==> config.mk <==
export PLATFORM = sky130hd
export DESIGN_NAME = arctanh_series_evaluator
export DESIGN_NICKNAME = d
export VERILOG_FILES = /design/src/hdl/ats_pkg.sv /design/src/hdl/ats_ctrl.sv /design/src/hdl/ats_div.sv /design/src/hdl/ats_dp.sv /design/src/hdl/arctanh_series_evaluator.sv
export SDC_FILE = /design/constraint.sdc
export NUM_CORES = 2
export LEC_CHECK = 0
export BUFFER_PORTS_ARGS = -buffer_cell sky130_fd_sc_hd__buf_4
export CAP_MARGIN = 20
export CORE_ASPECT_RATIO = 0.9
export CORE_MARGIN = 10
export CORE_UTILIZATION = 61
export DETAILED_ROUTE_END_ITERATION = 6
export PLACE_DENSITY = 0.88
export SYNTH_ARGS = -nofsm -noshare
export SYNTH_HDL_FRONTEND = slang
export SYNTH_SLANG_ARGS = --single-unit
==> constraint.sdc <==
create_clock -name clk -period 16 [get_ports clk]
set_clock_uncertainty 0.1 [all_clocks]
set_input_delay 2.4 -clock clk [delete_from_list [all_inputs] [get_ports clk]]
set_output_delay 2.4 -clock clk [all_outputs]
set_load 0.03 [all_outputs]
==> src/hdl/ats_pkg.sv <==
package ats_pkg;

	// width of the internal odd powers and terms, unsigned q0.32
	localparam int WIDE = 32;
	// quotient bits resolved per divider cycle
	localparam int DIV_STEP = 8;
	localparam int DIV_CYCLES = WIDE / DIV_STEP;
	// width of the stop threshold register, q0.16
	localparam int DELTA_W = 16;

	typedef enum logic [2:0] {
		ST_IDLE,
		ST_SQUARE,
		ST_DIV_START,
		ST_DIV_WAIT,
		ST_ACCUM,
		ST_FINISH
	} state_t;

	typedef struct packed {
		logic load;
		logic square;
		logic div_start;
		logic accum;
		logic finish;
	} cmd_t;

	typedef struct packed {
		logic div_done;
		logic term_small;
		logic last_term;
	} status_t;

endpackage

==> src/hdl/ats_ctrl.sv <==
module ats_ctrl (
	input  logic            clk,
	input  logic            arst_n,
	input  logic            start,
	input  ats_pkg::status_t status,
	output ats_pkg::cmd_t   cmd,
	output logic            busy
);
	import ats_pkg::*;

	state_t state_q;
	state_t state_d;

	always_ff @(posedge clk or negedge arst_n) begin
		if (!arst_n) begin
			state_q <= ST_IDLE;
		end else begin
			state_q <= state_d;
		end
	end

	always_comb begin
		state_d = state_q;
		unique case (state_q)
			ST_IDLE: begin
				if (start) begin
					state_d = ST_SQUARE;
				end
			end
			ST_SQUARE:    state_d = ST_DIV_START;
			ST_DIV_START: state_d = ST_DIV_WAIT;
			ST_DIV_WAIT: begin
				if (status.div_done) begin
					state_d = ST_ACCUM;
				end
			end
			ST_ACCUM: begin
				if (status.term_small || status.last_term) begin
					state_d = ST_FINISH;
				end else begin
					state_d = ST_DIV_START;
				end
			end
			ST_FINISH:    state_d = ST_IDLE;
			default:      state_d = ST_IDLE;
		endcase
	end

	always_comb begin
		cmd = '0;
		busy = 1'b1;
		unique case (state_q)
			ST_IDLE: begin
				busy = 1'b0;
				cmd.load = start;
			end
			ST_SQUARE:    cmd.square = 1'b1;
			ST_DIV_START: cmd.div_start = 1'b1;
			ST_DIV_WAIT:  cmd = '0;
			ST_ACCUM:     cmd.accum = 1'b1;
			ST_FINISH:    cmd.finish = 1'b1;
			default:      cmd = '0;
		endcase
	end

endmodule

==> src/hdl/ats_div.sv <==
module ats_div #(
	parameter int DIV_W = 9
) (
	input  logic                     clk,
	input  logic                     arst_n,
	input  logic                     start,
	input  logic [ats_pkg::WIDE-1:0] dividend,
	input  logic [DIV_W-1:0]         divisor,
	output logic                     last,
	output logic [ats_pkg::WIDE-1:0] quotient
);
	import ats_pkg::*;

	localparam int CNT_W = (DIV_CYCLES > 1) ? $clog2(DIV_CYCLES) : 1;

	logic               running_q;
	logic [CNT_W-1:0]   cnt_q;
	logic [DIV_W-1:0]   rem_q;
	logic [WIDE-1:0]    quo_q;
	logic [DIV_W-1:0]   div_q;
	logic [DIV_W-1:0]   rem_d;
	logic [WIDE-1:0]    quo_d;
	logic [DIV_W:0]     trial;
	logic [DIV_W-1:0]   r;
	logic [WIDE-1:0]    q;

	assign last = running_q && (cnt_q == CNT_W'(DIV_CYCLES - 1));
	assign quotient = quo_q;

	// restoring division, several quotient bits per cycle
	always_comb begin
		r = rem_q;
		q = quo_q;
		trial = '0;
		for (int i = 0; i < DIV_STEP; i++) begin
			trial = {r, q[WIDE-1]};
			q = {q[WIDE-2:0], 1'b0};
			if (trial >= {1'b0, div_q}) begin
				trial = trial - {1'b0, div_q};
				q[0] = 1'b1;
			end
			r = trial[DIV_W-1:0];
		end
		rem_d = r;
		quo_d = q;
	end

	always_ff @(posedge clk or negedge arst_n) begin
		if (!arst_n) begin
			running_q <= 1'b0;
			cnt_q <= '0;
		end else if (start) begin
			running_q <= 1'b1;
			cnt_q <= '0;
		end else if (running_q) begin
			cnt_q <= cnt_q + CNT_W'(1);
			if (last) begin
				running_q <= 1'b0;
			end
		end
	end

	always_ff @(posedge clk) begin
		if (start) begin
			rem_q <= '0;
			quo_q <= dividend;
			div_q <= divisor;
		end else if (running_q) begin
			rem_q <= rem_d;
			quo_q <= quo_d;
		end
	end

endmodule

==> src/hdl/ats_dp.sv <==
module ats_dp #(
	parameter int MAX_TERMS = 256,
	parameter int FRAC_BITS = 16
) (
	input  logic                                 clk,
	input  logic                                 arst_n,
	input  ats_pkg::cmd_t                        cmd,
	output ats_pkg::status_t                     status,
	input  logic signed [FRAC_BITS:0]            x_value,
	input  logic                                 cfg_wr_en,
	input  logic [ats_pkg::DELTA_W-1:0]          cfg_wr_data,
	output logic                                 done,
	output logic signed [FRAC_BITS+2:0]          arctanh_value,
	output logic [$clog2(MAX_TERMS+1)-1:0]       terms_used,
	output logic                                 limit_hit
);
	import ats_pkg::*;

	localparam int CNT_W = $clog2(MAX_TERMS + 1);
	localparam int DIV_W = (MAX_TERMS > 1) ? $clog2(2 * MAX_TERMS) : 1;
	localparam int SUM_W = WIDE + CNT_W;
	localparam int SH_W  = SUM_W - WIDE + FRAC_BITS;
	localparam int OUT_W = FRAC_BITS + 3;
	localparam int CMP_W = (SH_W > OUT_W) ? SH_W : OUT_W;
	localparam logic [OUT_W-1:0] OUT_MAX = {1'b0, {(OUT_W - 1){1'b1}}};

	logic [DELTA_W-1:0]     delta_q;
	logic                   neg_q;
	logic [FRAC_BITS-1:0]   mag_q;
	logic [WIDE-1:0]        x2_q;
	logic [WIDE-1:0]        power_q;
	logic [WIDE-1:0]        pnext_q;
	logic [SUM_W-1:0]       sum_q;
	logic [CNT_W-1:0]       n_q;
	logic                   lim_q;
	logic                   done_q;
	logic signed [OUT_W-1:0] res_q;
	logic [CNT_W-1:0]       terms_q;
	logic                   limit_q;

	logic [FRAC_BITS:0]     neg_raw;
	logic [FRAC_BITS:0]     mag_full;
	logic [FRAC_BITS-1:0]   mag_d;
	logic [2*FRAC_BITS-1:0] sq;
	logic [WIDE-1:0]        x2_d;
	logic [2*WIDE-1:0]      prod;
	logic [DIV_W-1:0]       divisor;
	logic [WIDE-1:0]        term;
	logic                   div_last;
	logic [CMP_W-1:0]       sh_ext;
	logic [OUT_W-1:0]       res_mag;

	// magnitude of the argument, minus one clamped just below one
	assign neg_raw = -x_value;
	assign mag_full = x_value[FRAC_BITS] ? neg_raw : x_value;
	assign mag_d = mag_full[FRAC_BITS] ? {FRAC_BITS{1'b1}} : mag_full[FRAC_BITS-1:0];

	assign sq = mag_q * mag_q;
	if (2 * FRAC_BITS >= WIDE) begin : g_sq_down
		assign x2_d = sq[2*FRAC_BITS-1 -: WIDE];
	end else begin : g_sq_up
		assign x2_d = {sq, {(WIDE - 2 * FRAC_BITS){1'b0}}};
	end

	assign prod = power_q * x2_q;
	assign divisor = DIV_W'({n_q, 1'b1});

	ats_div #(
		.DIV_W(DIV_W)
	) u_div (
		.clk     (clk),
		.arst_n  (arst_n),
		.start   (cmd.div_start),
		.dividend(power_q),
		.divisor (divisor),
		.last    (div_last),
		.quotient(term)
	);

	assign status.div_done = div_last;
	assign status.term_small = term[WIDE-1 -: DELTA_W] < delta_q;
	assign status.last_term = n_q == CNT_W'(MAX_TERMS - 1);

	// truncate to output fraction, saturate, then apply the sign
	assign sh_ext = CMP_W'(sum_q[SUM_W-1:WIDE-FRAC_BITS]);
	assign res_mag = (sh_ext > CMP_W'(OUT_MAX)) ? OUT_MAX : sh_ext[OUT_W-1:0];

	always_ff @(posedge clk or negedge arst_n) begin
		if (!arst_n) begin
			delta_q <= DELTA_W'(1);
			done_q <= 1'b0;
		end else begin
			if (cfg_wr_en) begin
				delta_q <= cfg_wr_data;
			end
			done_q <= cmd.finish;
		end
	end

	always_ff @(posedge clk) begin
		pnext_q <= prod[2*WIDE-1:WIDE];
		if (cmd.load) begin
			neg_q <= x_value[FRAC_BITS];
			mag_q <= mag_d;
			sum_q <= '0;
			n_q <= '0;
		end
		if (cmd.square) begin
			x2_q <= x2_d;
			power_q <= {mag_q, {(WIDE - FRAC_BITS){1'b0}}};
		end
		if (cmd.accum) begin
			sum_q <= sum_q + SUM_W'(term);
			n_q <= n_q + CNT_W'(1);
			lim_q <= !status.term_small;
			power_q <= pnext_q;
		end
		if (cmd.finish) begin
			res_q <= neg_q ? -$signed(res_mag) : $signed(res_mag);
			terms_q <= n_q;
			limit_q <= lim_q;
		end
	end

	assign done = done_q;
	assign arctanh_value = res_q;
	assign terms_used = terms_q;
	assign limit_hit = limit_q;

endmodule

==> src/hdl/arctanh_series_evaluator.sv <==
// inverse hyperbolic tangent by its odd power series
//
// request channel: raise start with x_value (signed q1.FRAC_BITS) while busy is
// low; the request is taken at that edge and busy rises the cycle after.
// result channel: done is high for exactly one cycle with arctanh_value
// (signed q3.FRAC_BITS, saturated), terms_used and limit_hit. the receiver
// cannot stall, so done marks the result for that one cycle only.
// configuration: cfg_wr_en with cfg_wr_data writes the stop threshold
// (unsigned q0.16) at the edge; write only while busy is low.
// sequence: busy is low again in the cycle done is shown, so a new request can
// be taken at the edge that ends it. each term costs a divider load, the
// divider run (eight quotient bits per cycle of the shared divider) and an
// accumulate step; at most MAX_TERMS terms are summed per request.
// reset: arst_n clears the controller, the result strobe and sets the
// threshold back to one lsb.
module arctanh_series_evaluator #(
	parameter int MAX_TERMS = 256,
	parameter int FRAC_BITS = 16
) (
	input  logic                              clk,
	input  logic                              arst_n,
	input  logic                              start,
	output logic                              busy,
	input  logic signed [FRAC_BITS:0]         x_value,
	input  logic                              cfg_wr_en,
	input  logic [ats_pkg::DELTA_W-1:0]       cfg_wr_data,
	output logic                              done,
	output logic signed [FRAC_BITS+2:0]       arctanh_value,
	output logic [$clog2(MAX_TERMS+1)-1:0]    terms_used,
	output logic                              limit_hit
);
	import ats_pkg::*;

	localparam int CNT_W = $clog2(MAX_TERMS + 1);

	cmd_t    cmd;
	status_t status;
	logic    accept;

	// request taken only while the controller sits idle
	assign accept = start && !busy;

	// sequencer: load, square, then divide and accumulate per term
	ats_ctrl u_ctrl (
		.clk   (clk),
		.arst_n(arst_n),
		.start (start),
		.status(status),
		.cmd   (cmd),
		.busy  (busy)
	);

	// powers, shared divider, running sum and result registers
	ats_dp #(
		.MAX_TERMS(MAX_TERMS),
		.FRAC_BITS(FRAC_BITS)
	) u_dp (
		.clk          (clk),
		.arst_n       (arst_n),
		.cmd          (cmd),
		.status       (status),
		.x_value      (x_value),
		.cfg_wr_en    (cfg_wr_en),
		.cfg_wr_data  (cfg_wr_data),
		.done         (done),
		.arctanh_value(arctanh_value),
		.terms_used   (terms_used),
		.limit_hit    (limit_hit)
	);

	// a taken request always makes the block busy next cycle
	a_accept_busy: assert property (@(posedge clk) disable iff (!arst_n)
		accept |=> busy)
		else $error("request taken but block not busy");

	// a result only follows a busy cycle
	a_done_after_busy: assert property (@(posedge clk) disable iff (!arst_n)
		done |-> $past(busy))
		else $error("result strobe without work in progress");

	// term count stays within one and the limit
	a_terms_range: assert property (@(posedge clk) disable iff (!arst_n)
		done |-> (terms_used != '0) && (terms_used <= CNT_W'(MAX_TERMS)))
		else $error("terms_used out of range");

	// the limit flag only comes with the full term count
	a_limit_count: assert property (@(posedge clk) disable iff (!arst_n)
		(done && limit_hit) |-> (terms_used == CNT_W'(MAX_TERMS)))
		else $error("limit_hit without reaching the term limit");

endmodule
==> reports/metrics.yaml <==
placed_design:
  dp_cells: 6992
  numPortBuffers: 67
  place_ws_ps: -160.0
  detailed_place_hpwl_um: 106100
  gp_congestion: 0.9311
timing:
  fmaxAchievable_mhz: 65.14
  fin_crit_sh_pct: 95.95
  max-slew-margin-rel_pct: 21.41
  tightest_slew_ps: 1179
  slew_violations: 0
  min_period_ps: 15350
  finalSetupViolCount: 0
  final_hold_viol_count: 0
  fin_ws_ps: 648.7
finish:
  layout.nets: 7491
  drive_above_1_share_pct: 8.685
  final_common_cell: "inv_1"
  areaGrowthSynthToFinish_pct: 8.821
  layout_common_cells: "inv_1 (1284), nand2_1 (1080), fa_1 (1034), ha_1 (492), buf_4 (330)"
  fin_cells: 7078
  final_core_util_pct: 67.01
  fillers: 6101
global_routing:
  grt_max_degree: 51
  grt_pass1_wl_um: 233000
  grt_pass1_vias: 45149
  grtUsageTotal_pct: 29.42
  grt_remaining_overflow: 0
  antenna_found_initial: 1
setup_path:
  r2r_cells: 84
  slowest_stage: "or3_4"
  worst-path-max-fanout: 8
  r2r_start: "u_dp.u_div.div_q[1]$_DFFE_PP_"
  r2r_end: "u_dp.u_div.rem_q[6]$_SDFFE_PP0P_"
  critical-path-max-stage-delay_ps: 430
  cp_common_cell: "o21ai_1"
  cp.required_ps: 16340
  crit_type: "register to register"
  critical_path_arrival_ps: 15690
  cp-start-kind: "register"
  reg2reg_slack_ps: 650
  cp-end-kind: "register"
floorplan:
  pin_count: 68
  coreArea_um2: 86150
  die_x_um: 330.9
  die_area_um2: 99180
  fp.dieH_um: 299.8
  num_rows: 102
  start_util_pct: 61.58
synth:
  yosysTopAreaCellShare_pct: 39.17
  netlist_instances: 5781
  synth.largest_area_cell: "fa_1"
  synth-edff-count: 200
  ys_types: 80
  ys_seq_elements: 264
  synth_warnings: 0
  syn_area_per_cell_um2: 9.177
  netlist_area_um2: 53050
  syn_nets: 7365
  dominantRegCellSynth: "edfxtp_1"
  yosysSeqAreaShare_pct: 13.96
  synth_area_leaders: "fa_1 (39%), ha_1 (12%), edfxtp_1 (11%), inv_1 (9.1%), nand2_1 (7.7%)"
  async_reset_ff_share_pct: 8.712
drt:
  route.detailed.drc: 0
  wirelength_um: 144700
  wl_per_cell_um: 20.44
  drtIter0Drc: 3902
  ant_nets: 0
  first_pass_iters: 6
  vias: 41406
  vias_per_cell: 5.850
status:
  status: "finished clean"
clock_tree:
  clock_path_buffers: 3
  clk_latency_ps: 600
  htree_num_levels: 1
  cts_sinks: 264
  cts_buffers: 30
  root_buffer: "clkbuf_16"
  holdBufCountCts: 0
  cts_tree: "done"
  clk_pin_slew_worst_paths_ps: 70
min_path:
  hp-class: "register to register"
  worstHoldStart: "u_dp.n_q[8]$_SDFFCE_PN0P_"
  whs_endpoint: "u_dp.terms_used[8]$_DFFE_PP_"
  min_path_cells: 0
run:
  cap_viol_max_count: 0
cells by family (layout without fill, tap and decap cells):
kind of cell               Yosys count  after routing  share of synthesized area, %
adders and majority gates         1547           1547                         51.18
other                                1              5                      0.007069
AOI/OAI and AO/OA                  471            471                         5.543
xor gates and xnor gates           177            177                         2.922
muxes                               59             59                         1.203
DFF                                264            264                         13.96
buffers and inverters             1539           1688                         10.92
and+or+nand+nor                   1723           1723                         14.27
how the worst max path moves through the flow:
stage / endpoint / slack (ps) / from / depth (start not counted)
after CTS: u_dp.u_div.rem_q[6]$_SDFFE_PP0P_ / 40 / u_dp.u_div.div_q[1]$_DFFE_PP_ / 78
after detailed placement: u_dp.u_div.rem_q[7]$_SDFFE_PP0P_ / -160 / u_dp.u_div.div_q[1]$_DFFE_PP_ / 79
after floorplan: u_dp.u_div.rem_q[4]$_SDFFE_PP0P_ / 10 / u_dp.u_div.div_q[1]$_DFFE_PP_ / 82
after global placement: u_dp.u_div.rem_q[5]$_SDFFE_PP0P_ / -7 / u_dp.u_div.div_q[1]$_DFFE_PP_ / 78
final: u_dp.u_div.rem_q[6]$_SDFFE_PP0P_ / 650 / u_dp.u_div.div_q[1]$_DFFE_PP_ / 84
after global routing: u_dp.u_div.rem_q[6]$_SDFFE_PP0P_ / -60 / u_dp.u_div.div_q[1]$_DFFE_PP_ / 86
synthesized netlist by cell type, drive strengths merged (44+ instances only):
master / count
o21ai: 123
nand2: 1083
xnor2: 111
and2: 236
nor2: 175
fa: 1038
ha: 509
nor3: 44
edfxtp: 200
clkbuf: 243
a21o: 64
a21oi: 145
inv: 1288
xor2: 66
through the flow:
step           cell area [um^2]  hold slack (ps)  TNS (ps)
2_1_floorplan             53110            300.3         0
3_3_place_gp              55990            346.0    -6.894
3_5_place_dp              55990            340.6     -1013
4_1_cts                   57110            354.1         0
5_1_grt                   57720            364.8    -304.8
6_report                  57730            351.1         0
what timing repair did:
action,in CTS,in global routing
cloned,0,0
gates resized for setup,12,95
pin swaps,4,44
endpoints found under the hold margin,0,0
endpoints found under the setup margin,10,10
setup buffers,3,24
state kept, by name, summed over array words and instances, names as in the netlist:
signal and flops:
u_dp.done 1, u_dp.u_div.div_q 8, u_dp.u_div.running_q 1, u_dp.u_div.cnt_q 2, u_dp.u_div.quotient 32, u_dp.terms_used 9
u_dp.arctanh_value 19, u_dp.sum_q 41, u_dp.x2_q 31, u_dp.limit_hit 1, u_dp.neg_q 1, u_dp.mag_q 16
u_dp.n_q 9, u_dp.u_div.rem_q 9, u_dp.delta_q 16, u_dp.pnext_q 32, u_dp.power_q 32, u_dp.lim_q 1
u_ctrl.state_q 3
worst max-delay path: cells and delay by family (launching register included):
family | cells | cell delay, ps
compound gates | 29 | 4370
xor+xnor | 1 | 70
fa+ha+maj | 9 | 2390
buf+inv | 14 | 1880
flops | 1 | 420
mux | 9 | 2650
simple gates | 22 | 3310
layout make-up:
type	count	area (um^2)	area share [%]
flip-flops and latches	264	7403	12.82
repair buffers	343	2633	4.560
clock inverters	21	245.2	0.4248
clock buffers	34	807.0	1.398
well taps	1144	1431	2.479
diodes	4	10.01	0.01734
inverters	1290	4846	8.394
multi-input cells	3978	40350	69.90
routing by layer:
metal / share of wire, % / global-route usage [%]
met5: 0 / 0
met1: 37 / 38.01
met3: 12 / 7.908
met4: 4.3 / 10.78
met2: 46 / 47.31
Power is not shown: default switching activity piles up to over one toggle a cycle in this logic, so the estimate is an artifact.
